--- config.mk ---
export PLATFORM = sky130hd
export DESIGN_NAME = mssm_queue
export DESIGN_NICKNAME = d
export VERILOG_FILES = /design/src/hdl/multichannel_stereo_sample_mixer_core_assert.svh /design/src/hdl/mssm_pkg.sv /design/src/hdl/mssm_queue.sv
export SDC_FILE = /design/constraint.sdc
export NUM_CORES = 1
export LEC_CHECK = 0
export ABC_AREA = 1
export BUFFER_PORTS_ARGS = -buffer_cell sky130_fd_sc_hd__buf_2
export CORE_ASPECT_RATIO = 1.2
export CORE_MARGIN = 4
export CORE_UTILIZATION = 60
export CTS_BUF_LIST = sky130_fd_sc_hd__clkbuf_4 sky130_fd_sc_hd__clkbuf_8
export DETAILED_ROUTE_END_ITERATION = 10
export GPL_ROUTABILITY_DRIVEN = 1
export PLACE_DENSITY = 0.81
export SLEW_MARGIN = 20
export SYNTH_ARGS = -nofsm -noshare
export SYNTH_HDL_FRONTEND = slang
export SYNTH_SLANG_ARGS = --single-unit
export TNS_END_PERCENT = 10
--- constraint.sdc ---
create_clock -name clk -period 4.1 [get_ports clk]
set_input_delay 0.205 -clock clk [delete_from_list [all_inputs] [get_ports clk]]
set_output_delay 0.205 -clock clk [all_outputs]
set_load 0.01 [all_outputs]
--- src/hdl/multichannel_stereo_sample_mixer_core_assert.svh ---
// Assertion macros for the stereo sample mixer.
// Included by files that carry concurrent assertions; needs no package.
`ifndef MULTICHANNEL_STEREO_SAMPLE_MIXER_CORE_ASSERT_SVH
`define MULTICHANNEL_STEREO_SAMPLE_MIXER_CORE_ASSERT_SVH
`ifndef SYNTHESIS
// Implication in the same cycle.
`define MSSM_ASSERT_IMPL(lbl, clk, rst_n, ante, cons) \
    lbl: assert property (@(posedge clk) disable iff (!rst_n) (ante) |-> (cons)) \
        else $error("assertion failed");
// Implication into the next cycle.
`define MSSM_ASSERT_NEXT(lbl, clk, rst_n, ante, cons) \
    lbl: assert property (@(posedge clk) disable iff (!rst_n) (ante) |=> (cons)) \
        else $error("assertion failed");
`else
`define MSSM_ASSERT_IMPL(lbl, clk, rst_n, ante, cons)
`define MSSM_ASSERT_NEXT(lbl, clk, rst_n, ante, cons)
`endif
`endif

--- src/hdl/mssm_pkg.sv ---
// Shared types and constants of the stereo sample mixer.
// Used by every module of the block but mssm_ram; depends on nothing.
package mssm_pkg;

    localparam logic [2:0] REQ_WRITE = 3'd0;
    localparam logic [2:0] REQ_START = 3'd1;
    localparam logic [2:0] REQ_STOP  = 3'd2;
    localparam logic [2:0] REQ_GAIN  = 3'd3;
    localparam logic [2:0] REQ_TICK  = 3'd4;

    localparam logic [9:0] MUSIC_SCALE_RESET = 10'd256;
    localparam logic [9:0] MUSIC_SCALE_MAX   = 10'd512;
    localparam logic [7:0] SEP_MAX           = 8'd254;
    localparam int QUEUE_DEPTH = 4;

    typedef struct packed {
        logic [2:0]         req_type;
        logic [3:0]         voice;
        logic [15:0]        address;
        logic signed [15:0] sample_value;
        logic [16:0]        clip_length;
        logic [6:0]         volume;
        logic [7:0]         separation;
        logic signed [15:0] music_left;
        logic signed [15:0] music_right;
    } in_item_t;

    typedef struct packed {
        logic signed [15:0] frame_left;
        logic signed [15:0] frame_right;
        logic [15:0]        active_mask;
    } out_item_t;

    // Classified command handed from the front part to the back part.
    typedef struct packed {
        logic [2:0]         kind;
        logic [3:0]         voice;
        logic [15:0]        address;
        logic signed [15:0] sample_value;
        logic [16:0]        clip_length;
        logic [7:0]         left_gain;
        logic [7:0]         right_gain;
        logic signed [15:0] music_left;
        logic signed [15:0] music_right;
    } cmd_t;

    typedef struct packed {
        logic full;
        logic empty;
    } queue_stat_t;

endpackage

--- src/hdl/mssm_queue.sv ---
// Short command queue between the front and back parts of the mixer.
// Depends on mssm_pkg for the command and status types.
module mssm_queue (
    input  logic                  clk,
    input  logic                  rst_n,
    input  logic                  push,
    input  mssm_pkg::cmd_t        push_cmd,
    input  logic                  pop,
    output mssm_pkg::cmd_t        head,
    output mssm_pkg::queue_stat_t stat
);

    localparam int PW = $clog2(mssm_pkg::QUEUE_DEPTH);

    mssm_pkg::cmd_t entry_reg [mssm_pkg::QUEUE_DEPTH];
    logic [PW-1:0]  wr_ptr_reg;
    logic [PW-1:0]  rd_ptr_reg;
    logic [PW:0]    count_reg;

    always_ff @(posedge clk)
    begin
        if (push)
        begin
            entry_reg[wr_ptr_reg] <= push_cmd;
        end
    end

    always_ff @(posedge clk or negedge rst_n)
    begin
        if (!rst_n)
        begin
            wr_ptr_reg <= '0;
            rd_ptr_reg <= '0;
            count_reg  <= '0;
        end
        else
        begin
            if (push)
            begin
                wr_ptr_reg <= wr_ptr_reg + 1'b1;
            end
            if (pop)
            begin
                rd_ptr_reg <= rd_ptr_reg + 1'b1;
            end
            if (push && !pop)
            begin
                count_reg <= count_reg + 1'b1;
            end
            else if (pop && !push)
            begin
                count_reg <= count_reg - 1'b1;
            end
        end
    end

    assign head       = entry_reg[rd_ptr_reg];
    assign stat.full  = (count_reg == (PW+1)'(mssm_pkg::QUEUE_DEPTH));
    assign stat.empty = (count_reg == '0);

endmodule

==> run summary <==
Status -> complete, no violations
Root Driver -> clkbuf_8
CTS sink cnt -> 423
Synthesized area per cell -> 13.3 um2
DR pass1 iterations -> 5
Most area-consuming cells after synthesis -> edfxtp_1 75%, o211ai_1 9.3%, nand2_1 7.3%
Area Overhead vs Synth -> 21.4%
Data arrival, critical path -> 2.82 ns
Top-count cell post-synth -> edfxtp_1
Syn Nets -> 1375
Max-cap violations -> 0
Detailed Route WL -> 35200 um
Number of fill cells -> 1602
Critical path, cell by cell -> inv_4 -> buf_12 -> o211ai_1 -> nand2_1 -> buf_2
CP startpoint kind -> flip-flop
Synth warn -> 0
Die area -> 0.0307 mm2
Die Wd -> 161 um
Max Transition Viols Final -> 0
Initial antenna violation count -> 3
Top post-synthesis cells by count -> 416 x edfxtp_1, 325 x nand2_1, 219 x inv_1, 208 x o211ai_1, 35 x buf_2
Asr flop ratio synth -> 1.65%
Post-route antenna net violation count -> 0
WS Path Type -> reg -> out
Leakage -> 0.00821 uW
Cell family with most CP delay -> buffers and inverters
Vias per cell -> 5.28
CTS resizes -> 0
Area of the core -> 0.0273 mm2
Overall routing resource usage -> 22.7%
Grt ovf -> 0
Vias post-DR -> 10573
Top-area cell type share of the netlist area -> 74.6%
CP required -> 3.89 ns
Worst path slowest cell -> dfrtp_4
Mapped Cells -> 1261
Largest net degree at the start of global routing -> 142
Clock Path Buffers -> 3
Setup bufs post-CTS -> 0
Yosys cell types -> 18
Min-Delay Path Class -> in -> reg
CTS Buf Count -> 61
Routability cong. -> 0.739
Skew final -> 0.0369 ns
CP max FO -> 55
Htree depth -> 2
Max FFs per register -> 416
Register bit total from synthesis -> 423
Top-Level Pins -> 214
RSZ-0062 raised after global routing -> no
Synth Cell Area -> 0.0167 mm2
Top FF cell, synth -> edfxtp_1
Nets@finish -> 1698
Largest stage delay, worst path -> 0.73 ns
Port-buffer cells -> 213
Setup-failing EPs final -> 0
Register area share after synthesis -> 75.6%
Reg clk slew, reported paths -> 0.06 ns
Final Hold Vio Count -> 0
FP Rows -> 66
Achievable Freq -> 331 MHz
# DRC -> 0
Worst skew pair latency -> 0.61 ns
Drt first-iter violations -> 691
Hold_ws -> 0.352 ns
Top cell type by total area after synthesis -> edfxtp_1
Layout cells sized above 1 -> 19.7%
Worst-case vdd ir drop -> 526 uV
Fin Setup TNS -> 0 ns
CTS tree -> built
Number of flops mapped to enable cells by yosys -> 416
Vias in the first global route -> 11056
DR WL/cell -> 17.6 um
Starting Density -> 61.3%
Tmin final -> 3.02 ns
Measured slew at the worst slew-check pin -> 0.827 ns
Bufs and invs on worst path -> 3
Endpoint type of the worst setup path -> output port
Fin crit share -> 73.7%
Relative slew slack -> 44.8%
First-pass GRT wire length -> 55500 um
Die Span Y -> 191 um
PwrDens -> 675 mW/mm2
DPL Wire Length -> 18500 um
==> worst paths after layout <==
check                         startpoint               end  slack [ns]  cells after the start
setup / recovery           rd_ptr_reg[1]          head[50]        1.08                      5
hold / removal               push_cmd[3]   entry_reg[3][3]        0.35                      2
setup reg to reg           wr_ptr_reg[0]  entry_reg[0][25]        1.99                      5
hold reg to reg             count_reg[2]      count_reg[2]        0.50                      2
max in group asynchronous          rst_n     rd_ptr_reg[1]        3.23                      3
min in group asynchronous          rst_n      count_reg[2]        0.57                      3
==> stage by stage <==
stage / cells / cell area, um2 / util, % / total power [uW] / setup slack, ns
global route: 2001 / 20300 / 74.4 / 14600 / 0.942
finish: 2001 / 20300 / 74.4 / 13700 / 1.08
floorplan: 1261 / 16700 / - / 8990 / 0.957
CTS: 2000 / 20300 / 74.4 / 13800 / 1.05
global placement: 1787 / 18100 / 66.4 / 10500 / 1.74
detailed placement: 1787 / 18100 / 66.4 / 10700 / 1.69
==> cell usage in the layout (no fill, tap or decap) <==
cell / instances
edfxtp_1: 416
nand2_1: 325
inv_1: 215
buf_2: 213
o211ai_1: 208
dlygate4sd3_1: 108
clkbuf_8: 61
clkbuf_4: 22
clkinv_1: 14
buf_12: 8
inv_4: 5
ha_1: 5
clkinv_2: 5
dfrtp_1: 5
xor2_1: 3
nor3_1: 2
inv_6: 2
dfrtp_4: 2
diode_2: 1
xnor2_1: 1
o21ai_0: 1
nand3_1: 1
nand4_1: 1
fa_1: 1
clkinvlp_4: 1
buf_4: 1
==> repair_timing <==
item                                    in CTS  in global routing
hold buffers                               108                  0
endpoints found under the setup margin       0                  0
hold endpoints to repair                   427                  0
==> routing by layer <==
metal	wire (um)	up-vias	share of wire [%]	global-route usage, %
li1	-	5045	-	-
met1	13300	5061	38	26.4
met2	18500	380	53	41.5
met3	2390	83	6.8	5.67
met4	919	4	2.6	7.48
met5	21	-	0.060	0
==> area by class of cell <==
| cell class | count | area (um2) | share of cell area (%) |
|---|---|---|---|
| Clock buffer | 83 | 1000 | 4.94 |
| Inverter | 220 | 838 | 4.12 |
| Sequential cell | 423 | 12700 | 62.3 |
| Multi-Input combinational cell | 548 | 2930 | 14.4 |
| Clock inverter | 22 | 103 | 0.505 |
| Tap cell | 374 | 468 | 2.30 |
| Timing Repair Buffer | 330 | 2310 | 11.4 |
| Antenna cell | 1 | 2.50 | 0.0123 |
==> power by group <==
group | internal [uW] | switching (uW) | total [uW]
Combinational | 1590 | 3060 | 4650
Clock | 1580 | 1470 | 3050
Sequential | 5660 | 374 | 6030
Total | 8820 | 4900 | 13700
==> cell families (layout without fill, tap and decap cells) <==
kind of cell	after synthesis	count (layout)	synth area share [%]
flip-flops	423	423	75.6
AND/OR/NAND/NOR	329	329	7.41
buffers and inverters	290	655	6.90
AO/OA/AOI/OAI	209	209	9.35
adder cells (fa/ha/maj)	6	6	0.493
XOR/XNOR	4	4	0.209
other	0	1	0
No activity file was read; power rests on OpenSTA's default activity.
