**src/hdl/multichannel_stereo_sample_mixer_core_assert.svh**
```systemverilog
// Assertion macros for the stereo sample mixer.
// Included by files that carry concurrent assertions; needs no package.
`ifndef MULTICHANNEL_STEREO_SAMPLE_MIXER_CORE_ASSERT_SVH
`define MULTICHANNEL_STEREO_SAMPLE_MIXER_CORE_ASSERT_SVH
`ifndef SYNTHESIS
// Implication in the same cycle.
`define MSSM_ASSERT_IMPL(lbl, clk, rst_n, ante, cons) \
    lbl: assert property (@(posedge clk) disable iff (!rst_n) (ante) |-> (cons)) \
        else $error("assertion failed");
// Implication into the next cycle.
`define MSSM_ASSERT_NEXT(lbl, clk, rst_n, ante, cons) \
    lbl: assert property (@(posedge clk) disable iff (!rst_n) (ante) |=> (cons)) \
        else $error("assertion failed");
`else
`define MSSM_ASSERT_IMPL(lbl, clk, rst_n, ante, cons)
`define MSSM_ASSERT_NEXT(lbl, clk, rst_n, ante, cons)
`endif
`endif

```
**src/hdl/mssm_pkg.sv**
```systemverilog
// Shared types and constants of the stereo sample mixer.
// Used by every module of the block but mssm_ram; depends on nothing.
package mssm_pkg;

    localparam logic [2:0] REQ_WRITE = 3'd0;
    localparam logic [2:0] REQ_START = 3'd1;
    localparam logic [2:0] REQ_STOP  = 3'd2;
    localparam logic [2:0] REQ_GAIN  = 3'd3;
    localparam logic [2:0] REQ_TICK  = 3'd4;

    localparam logic [9:0] MUSIC_SCALE_RESET = 10'd256;
    localparam logic [9:0] MUSIC_SCALE_MAX   = 10'd512;
    localparam logic [7:0] SEP_MAX           = 8'd254;
    localparam int QUEUE_DEPTH = 4;

    typedef struct packed {
        logic [2:0]         req_type;
        logic [3:0]         voice;
        logic [15:0]        address;
        logic signed [15:0] sample_value;
        logic [16:0]        clip_length;
        logic [6:0]         volume;
        logic [7:0]         separation;
        logic signed [15:0] music_left;
        logic signed [15:0] music_right;
    } in_item_t;

    typedef struct packed {
        logic signed [15:0] frame_left;
        logic signed [15:0] frame_right;
        logic [15:0]        active_mask;
    } out_item_t;

    // Classified command handed from the front part to the back part.
    typedef struct packed {
        logic [2:0]         kind;
        logic [3:0]         voice;
        logic [15:0]        address;
        logic signed [15:0] sample_value;
        logic [16:0]        clip_length;
        logic [7:0]         left_gain;
        logic [7:0]         right_gain;
        logic signed [15:0] music_left;
        logic signed [15:0] music_right;
    } cmd_t;

    typedef struct packed {
        logic full;
        logic empty;
    } queue_stat_t;

endpackage

```
**src/hdl/mssm_front.sv**
```systemverilog
// Front part: accepts requests, drops meaningless ones and works out voice gains.
// Depends on mssm_pkg; feeds mssm_queue.
module mssm_front #(
    parameter int VOICES = 16
) (
    input  logic                  clk,
    input  logic                  rst_n,
    input  logic                  in_valid,
    output logic                  in_ready,
    input  mssm_pkg::in_item_t    in_item,
    input  mssm_pkg::queue_stat_t q_stat,
    output logic                  push,
    output mssm_pkg::cmd_t        push_cmd
);

    // Stage A: item and the two gain products.
    logic               a_valid_reg;
    mssm_pkg::in_item_t a_item_reg;
    logic [14:0]        a_lp_reg;
    logic [14:0]        a_rp_reg;
    // Stage B: products and their quotient estimates.
    logic               b_valid_reg;
    mssm_pkg::in_item_t b_item_reg;
    logic [14:0]        b_lp_reg;
    logic [14:0]        b_rp_reg;
    logic [7:0]         b_le_reg;
    logic [7:0]         b_re_reg;

    logic        accept;
    logic        keep;
    logic        a_adv;
    logic        b_free;
    logic [14:0] lp;
    logic [14:0] rp;
    logic [24:0] l_est_full;
    logic [24:0] r_est_full;
    logic [14:0] l_rem;
    logic [14:0] r_rem;
    logic [7:0]  l_gain;
    logic [7:0]  r_gain;

    assign accept = in_valid && in_ready;

    // Keep writes and ticks, and voice requests for voices that exist.
    always_comb
    begin
        case (in_item.req_type)
            mssm_pkg::REQ_WRITE, mssm_pkg::REQ_TICK:
                keep = 1'b1;
            mssm_pkg::REQ_START, mssm_pkg::REQ_STOP, mssm_pkg::REQ_GAIN:
                keep = (7'(in_item.voice) < 7'(VOICES));
            default:
                keep = 1'b0;
        endcase
    end

    // A separation above the right end makes the left product negative; it clamps to 0.
    assign lp = (in_item.separation <= mssm_pkg::SEP_MAX) ?
                15'(mssm_pkg::SEP_MAX - in_item.separation) * 15'(in_item.volume) : '0;
    assign rp = 15'(in_item.separation) * 15'(in_item.volume);

    // x / 127 is x * 258 / 32768, low by at most one; one step corrects it.
    assign l_est_full = 25'(a_lp_reg) * 25'd258;
    assign r_est_full = 25'(a_rp_reg) * 25'd258;

    assign l_rem  = b_lp_reg - ((15'(b_le_reg) << 7) - 15'(b_le_reg));
    assign r_rem  = b_rp_reg - ((15'(b_re_reg) << 7) - 15'(b_re_reg));
    assign l_gain = (l_rem >= 15'd127) ? b_le_reg + 8'd1 : b_le_reg;
    assign r_gain = (r_rem >= 15'd127) ? b_re_reg + 8'd1 : b_re_reg;

    assign push   = b_valid_reg && !q_stat.full;
    assign b_free = !b_valid_reg || push;
    assign a_adv  = a_valid_reg && b_free;
    assign in_ready = !a_valid_reg || b_free;

    always_comb
    begin
        push_cmd.kind         = b_item_reg.req_type;
        push_cmd.voice        = b_item_reg.voice;
        push_cmd.address      = b_item_reg.address;
        push_cmd.sample_value = b_item_reg.sample_value;
        push_cmd.clip_length  = b_item_reg.clip_length;
        push_cmd.left_gain    = l_gain;
        push_cmd.right_gain   = r_gain;
        push_cmd.music_left   = b_item_reg.music_left;
        push_cmd.music_right  = b_item_reg.music_right;
    end

    always_ff @(posedge clk)
    begin
        if (accept)
        begin
            a_item_reg <= in_item;
            a_lp_reg   <= lp;
            a_rp_reg   <= rp;
        end
        if (a_adv)
        begin
            b_item_reg <= a_item_reg;
            b_lp_reg   <= a_lp_reg;
            b_rp_reg   <= a_rp_reg;
            b_le_reg   <= l_est_full[22:15];
            b_re_reg   <= r_est_full[22:15];
        end
    end

    always_ff @(posedge clk or negedge rst_n)
    begin
        if (!rst_n)
        begin
            a_valid_reg <= 1'b0;
            b_valid_reg <= 1'b0;
        end
        else
        begin
            if (accept)
            begin
                a_valid_reg <= keep;
            end
            else if (a_adv)
            begin
                a_valid_reg <= 1'b0;
            end
            if (a_adv)
            begin
                b_valid_reg <= 1'b1;
            end
            else if (push)
            begin
                b_valid_reg <= 1'b0;
            end
        end
    end

endmodule

```
**config.mk**
```make
export PLATFORM = sky130hd
export DESIGN_NAME = mssm_front
export DESIGN_NICKNAME = d
export VERILOG_FILES = /design/src/hdl/multichannel_stereo_sample_mixer_core_assert.svh /design/src/hdl/mssm_pkg.sv /design/src/hdl/mssm_front.sv
export SDC_FILE = /design/constraint.sdc
export NUM_CORES = 1
export LEC_CHECK = 0
export ABC_CLOCK_PERIOD_IN_PS = 24700
export BUFFER_PORTS_ARGS = -buffer_cell sky130_fd_sc_hd__buf_2
export CAP_MARGIN = 20
export CORE_UTILIZATION = 40
export DETAILED_ROUTE_END_ITERATION = 6
export PLACE_DENSITY_LB_ADDON = 0.15
export SETUP_SLACK_MARGIN = 0.2
export SYNTH_ARGS = -nofsm -noshare
export SYNTH_HDL_FRONTEND = slang
export SYNTH_SLANG_ARGS = --single-unit
```
**constraint.sdc**
```tcl
create_clock -name clk -period 24.7 [get_ports clk]
set_input_delay 1.235 -clock clk [delete_from_list [all_inputs] [get_ports clk]]
set_output_delay 1.235 -clock clk [all_outputs]
set_load 0.005 [all_outputs]
```
==> impl_metrics.env, run 1 <==
export IMPL_worst_slack_ns=18.66
export IMPL_fin_crit_sh=0.245
export IMPL_dr_first_iter_drc_count=361
export IMPL_final_area_um2=17600
export IMPL_synth_edff_count=252
export IMPL_slew_headroom=0.424
export IMPL_power_leakage_nw=7.62
export IMPL_rsz0062_at_grt="false"
export IMPL_grt_overflow=0
export IMPL_fin_tns_setup_ns=0
export IMPL_syn_area_um2=15100
export IMPL_timing_hold_ws_ns=0.416
export IMPL_htreeDepth=1
export IMPL_cts_tree="done"
export IMPL_synth_fp_nets=1537
export IMPL_wl_um=28200
export IMPL_path_cells="buf_2 -> and2_1 -> and4_1 -> nand3_1 -> xor2_1 -> nand2_1 -> fa_1 -> inv_1 -> fa_1 -> fa_1 -> inv_1 -> fa_1 -> inv_1 -> ha_1 -> a21o_1 -> a41oi_1 -> o21ai_0 -> xnor2_1 -> a31oi_1"
export IMPL_row_count=70
export IMPL_antennaDiodeCount=0
export IMPL_ios=214
export IMPL_pre_cts_ws_ns=18.10
export IMPL_synthCells=1191
export IMPL_clock_sinks=254
export IMPL_async_reset_ff_frac=0.00787
export IMPL_antenna_found_initial=0
export IMPL_drv_cap=0
export IMPL_io_buffer_count=212
export IMPL_slew_viol_final=0
export IMPL_synth_seq_area_share=0.505
export IMPL_netlist_top_cells_area="edfxtp_1, ha_1, fa_1"
export IMPL_peakVddDrop_v=0.0000546
export IMPL_cp_start_kind="input port"
export IMPL_crit_path_max_fanout=9
export IMPL_cts_hold_buf=0
export IMPL_status="finished, final reports clean"
export IMPL_first_pass_iters=4
export IMPL_coreArea_um2=36900
export IMPL_drc=0
export IMPL_crit_type="input port to register"
export IMPL_cts_resized=0
export IMPL_synth_cell_type_count=62
export IMPL_clk_pin_slew_ns=0.05
export IMPL_ys_ff_latch=254
export IMPL_nNetsFinal=1765
export IMPL_crit_arrival_ns=6.37
export IMPL_wl_per_cell_um=14.5
export IMPL_areaGrowthSynthToFinish_pct=16.8
export IMPL_synth_top_cell_area_share=0.502
export IMPL_critPathSlowestCell="fa_1"
export IMPL_cp_common_cell="fa_1"
export IMPL_initial_core_util=0.409
export IMPL_routabilityCongestion=0.799
export IMPL_yosys_warnings=0
export IMPL_p_per_area_nw_per_um2=97.9
export IMPL_skew_ns=0.0183
export IMPL_synth_top_area_cell="edfxtp_1"
export IMPL_hold_path_class="register to register"
export IMPL_setup_viol=0
export IMPL_clock_latency_ns=0.55
export IMPL_placed_area_um2=16700
export IMPL_fmax_ghz=0.166
export IMPL_routed_via_count=9241
export IMPL_hold_viol=0
export IMPL_cts_buffers=29
export IMPL_worst_slew_pin_slew_ns=0.865
export IMPL_grt_pass1_vias=9215
export IMPL_dp_hpwl_um=21300
export IMPL_syn_area_per_cell_um2=12.7
export IMPL_die_h_um=196
export IMPL_grtUsageTotal=0.148
export IMPL_min_period_ns=6.04
export IMPL_drive_above_1_share=0.188
export IMPL_grt_max_degree=67
export IMPL_viasPerCell=4.75
export IMPL_cp_end_kind="register"
export IMPL_required_ns=25.03
export IMPL_ys_flop_type="edfxtp_1"
export IMPL_r2r_setup_slack_ns=21.40
export IMPL_critPathMaxStageDelay_ns=0.54
export IMPL_cts_root_buf="clkbuf_16"
export IMPL_fp_dieW_um=196
export IMPL_clk_path_buf_depth=3
export IMPL_die_area_um2=38500
export IMPL_grt_first_pass_wirelength_um=46200
export IMPL_synth_top_cells_by_count="edfxtp_1, inv_1, ha_1"
export IMPL_postCtsSetupBuffers=0
export IMPL_final_antenna_net_count=0
export IMPL_synth_most_common_cell="edfxtp_1"
through the flow:
stage	util	power, W	instances
2_1_floorplan	-	0.00118	1191
3_3_place_gp	0.454	0.00134	1892
3_5_place_dp	0.454	0.00135	1892
4_1_cts	0.478	0.00175	1944
5_1_grt	0.478	0.00188	1944
6_report	0.478	0.00173	1944
final timing paths:
check | start | end | cells after the start
setup reg to reg | a_rp_reg[10] | b_re_reg[6] | 11
hold reg to reg | a_item_reg[55] | push_cmd[56] | 0
max in group asynchronous | rst_n | a_valid_reg | 1
hold / removal | a_item_reg[55] | push_cmd[56] | 0
setup / recovery | in_item[35] | a_lp_reg[14] | 19
min in group asynchronous | rst_n | b_valid_reg | 1
per-layer routing:
metal | track usage | wire length, µm | vias up
met3 | 0.0215 | 1060 | 39
met5 | 0 | 0 | -
met1 | 0.194 | 12600 | 4432
li1 | - | - | 4600
met4 | 0.0373 | 597 | 0
met2 | 0.257 | 13900 | 170
critical path: cells and delay by family:
family / cells / cell delay, ns
adder cells (fa/ha/maj): 5 / 2.39
AO/OA/AOI/OAI: 4 / 1.00
AND/OR/NAND/NOR: 4 / 0.74
XOR/XNOR: 2 / 0.66
buffers and inverters: 4 / 0.35
power by group:
part / internal (W) / switching, W / total [W]
Sequential: 0.000566 / 0.0000417 / 0.000608
Combinational: 0.000328 / 0.000400 / 0.000728
Clock: 0.000226 / 0.000162 / 0.000389
cell families (layout without fill, tap and decap cells):
group | after synthesis | after routing | share of synthesized area
compound gates | 145 | 145 | 0.0674
xor+xnor | 73 | 73 | 0.0424
fa+ha+maj | 238 | 238 | 0.236
buf+inv | 202 | 451 | 0.0503
flops | 254 | 254 | 0.505
mux | 4 | 4 | 0.00315
simple gates | 275 | 275 | 0.0961
layout by cell type (no fill, tap or decap), drive strengths merged, types with 16 or more instances in the layout:
cell      n
nor2     39
nor3     21
edfxtp  252
fa       77
a21oi    35
ha      161
buf     216
inv     186
nand2    65
and2     77
o21ai    23
xor2     16
xnor2    57
nor2b    16
clkbuf   38
layout make-up:
type                            count  area, µm²
Clock buffer                       38        759
Inverter                          183        687
Tap cell                          504        631
Timing Repair Buffer              216       1090
Sequential cell                   254       7620
Multi-Input combinational cell    735       6720
Fill cell                        3346      19300
Clock inverter                     14        106
(Power assumes the default switching activity.)
==> inputs of run 2 (changes only) <==
- ABC_AREA: not set -> 1
- ABC_CLOCK_PERIOD_IN_PS: 24700 -> 6100
- clock period: 24.7 -> 6.1 ns (I/O delays scaled with it)
==> impl_metrics.env, run 2 <==
export IMPL_status="finished, final reports clean"
export IMPL_clk_pin_slew_ns=0.06
export IMPL_cts_resized=0
export IMPL_cp_start_kind="input port"
export IMPL_htreeDepth=1
export IMPL_hold_viol=0
export IMPL_synth_top_area_cell="edfxtp_1"
export IMPL_final_common_cell="inv_1"
export IMPL_peakVddDrop_v=0.000344
export IMPL_required_ns=6.38
export IMPL_cts_buffers=28
export IMPL_netlist_top_cells_area="edfxtp_1, ha_1, fa_1"
export IMPL_crit_arrival_ns=4.99
export IMPL_layout_cells_non_filler=2387
export IMPL_grt_max_degree=135
export IMPL_cp_end_kind="register"
export IMPL_grtUsageTotal=0.167
export IMPL_synth_top_family_by_area="adder cells"
export IMPL_synth_top_cell_area_share=0.475
export IMPL_nNetsFinal=2192
export IMPL_drv_cap=0
export IMPL_synth_fp_nets=1872
export IMPL_dp_cells=2243
export IMPL_slew_headroom=0.346
export IMPL_p_per_area_nw_per_um2=408
export IMPL_async_reset_ff_frac=0.00787
export IMPL_grt_overflow=0
export IMPL_syn_area_um2=15900
export IMPL_worst_slack_ns=1.39
export IMPL_grt_pass1_vias=10946
export IMPL_grt_first_pass_wirelength_um=54800
export IMPL_fin_crit_sh=0.773
export IMPL_crit_family="adder cells"
export IMPL_synth_seq_area_share=0.478
export IMPL_critPathMaxStageDelay_ns=0.57
export IMPL_synth_xor_area_share=0.0330
export IMPL_worst_slew_pin_slew_ns=0.982
export IMPL_yosys_warnings=0
export IMPL_critPathSlowestCell="xnor2_1"
export IMPL_p_total_w=0.00799
export IMPL_syn_area_per_cell_um2=10.4
export IMPL_wl_um=33800
export IMPL_drc=0
export IMPL_fin_tns_setup_ns=0
export IMPL_final_antenna_net_count=0
export IMPL_timing_hold_ws_ns=0.0608
export IMPL_synth_compound_area_frac=0.0313
export IMPL_die_area_um2=40700
export IMPL_initial_core_util=0.409
export IMPL_power_leakage_nw=9.44
export IMPL_synthAdderAreaFrac=0.223
export IMPL_wl_per_cell_um=14.2
export IMPL_clock_sinks=254
export IMPL_rsz0062_at_grt="false"
export IMPL_cts_root_buf="clkbuf_16"
export IMPL_hold_path_class="input port to asynchronous set/reset pin"
export IMPL_first_pass_iters=4
export IMPL_synth_edff_count=252
export IMPL_fmax_ghz=0.212
export IMPL_clk_path_buf_depth=3
export IMPL_coreArea_um2=39000
export IMPL_viasPerCell=4.60
export IMPL_routabilityCongestion=0.875
export IMPL_drive_above_1_share=0.167
export IMPL_areaGrowthSynthToFinish_pct=22.7
export IMPL_synth_area_mux_share=0
export IMPL_dr_first_iter_drc_count=531
export IMPL_crit_path_max_fanout=10
export IMPL_dp_hpwl_um=25900
export IMPL_setup_viol=0
export IMPL_path_cells="buf_2 -> ha_1 -> nand2_1 -> xnor2_1 -> nor2_1 -> fa_1 -> inv_1 -> fa_1 -> inv_1 -> fa_1 -> inv_1 -> fa_1 -> inv_1 -> ha_1 -> nand2_1 -> o21ai_0 -> a21oi_1 -> o211ai_1 -> xnor2_1 -> nor2_1"
export IMPL_skew_ns=0.0280
export IMPL_fp_dieW_um=202
export IMPL_clock_latency_ns=0.57
export IMPL_synth_simple_area_share=0.154
export IMPL_die_h_um=202
export IMPL_routed_via_count=10972
export IMPL_path_buf_inv=5
export IMPL_cts_tree="done"
export IMPL_synth_cell_type_count=39
export IMPL_ys_flop_type="edfxtp_1"
export IMPL_synthCells=1526
export IMPL_ys_ff_latch=254
export IMPL_row_count=72
export IMPL_synth_most_common_cell="inv_1"
export IMPL_final_cell_mix="inv_1, nand2_1, edfxtp_1, buf_2, ha_1"
export IMPL_io_buffer_count=212
export IMPL_ios=214
export IMPL_slew_viol_final=0
export IMPL_crit_type="input port to register"
export IMPL_synth_top_cells_by_count="inv_1, nand2_1, edfxtp_1"
export IMPL_min_period_ns=4.71
export IMPL_antenna_found_initial=0
export IMPL_pre_cts_ws_ns=0.786
## run 2: cell count changes after synthesis, moves of 15 or more
cell,before,now
a21oi_1,34,55
nand4_1,6,36
nand3_1,13,44
nand2_1,64,302
nor3_1,21,6
nor2_1,39,103
xor2_1,16,42
and2_1,77,7
inv_1,183,319
nor2b_1,16,0
xnor2_1,57,18
## run 2: report_power, final
group	switching, W	leakage (nW)	internal [W]
Combinational	0.00227	6.51	0.00142
Clock	0.000696	0.492	0.00114
Sequential	0.000174	2.44	0.00229
## run 2: cell type report
cell class / count / area, µm²
Clock inverter: 24 / 330
Timing Repair Buffer: 306 / 2010
Fill cell: 3542 / 19400
Tap cell: 518 / 648
Multi-Input combinational cell: 932 / 7040
Sequential cell: 254 / 7620
Inverter: 324 / 1220
Clock buffer: 28 / 701
Antenna cell: 1 / 2.50
## run 2: timing repair
action                                 in CTS  in global routing
endpoints found under the hold margin      92                  0
hold buffers                               91                  0
setup buffers                               0                  0
## run 2: routing by layer
metal  global-route usage  share of wire  up-vias  routed length, µm
met5                    0              0        -                  0
met4               0.0517          0.027        0                928
met3               0.0293          0.045       59               1520
met2                0.292           0.49      203              16500
met1                0.211           0.44     5128              14900
li1                     -              -     5582                  -
## run 2: path summary, 6_finish.rpt
check,slack [ns],from,endpoint,depth (start not counted)
min in group clk,0.22,in_item[32],a_rp_reg[0],3
hold / removal,0.06,rst_n,b_valid_reg,2
setup / recovery,1.39,in_item[33],a_lp_reg[11],20
max in group asynchronous,5.95,rst_n,a_valid_reg,2
setup reg to reg,3.42,a_lp_reg[11],b_le_reg[2],11
hold reg to reg,0.41,a_item_reg[52],push_cmd[53],0
## run 2: metrics by stage
stage               cell area (µm²)   util
floorplan                     15900      -
global route                  19600  0.501
detailed placement            17600  0.452
global placement              17600  0.452
CTS                           19600  0.501
finish                        19600  0.501
## run 2: cells by family after synthesis
family,Yosys count
xor+xnor,60
simple gates,545
compound gates,89
buf+inv,340
fa+ha+maj,238
flops,254
## run 2: worst reg2reg max path: cells and delay by family, from the launching register on
kind | cells | cell delay, ns
adder cells (fa/ha/maj) | 3 | 0.95
AO/OA/AOI/OAI | 4 | 0.69
flip-flops | 1 | 0.46
XOR/XNOR | 1 | 0.15
AND/OR/NAND/NOR | 2 | 0.12
buffers and inverters | 1 | 0.07
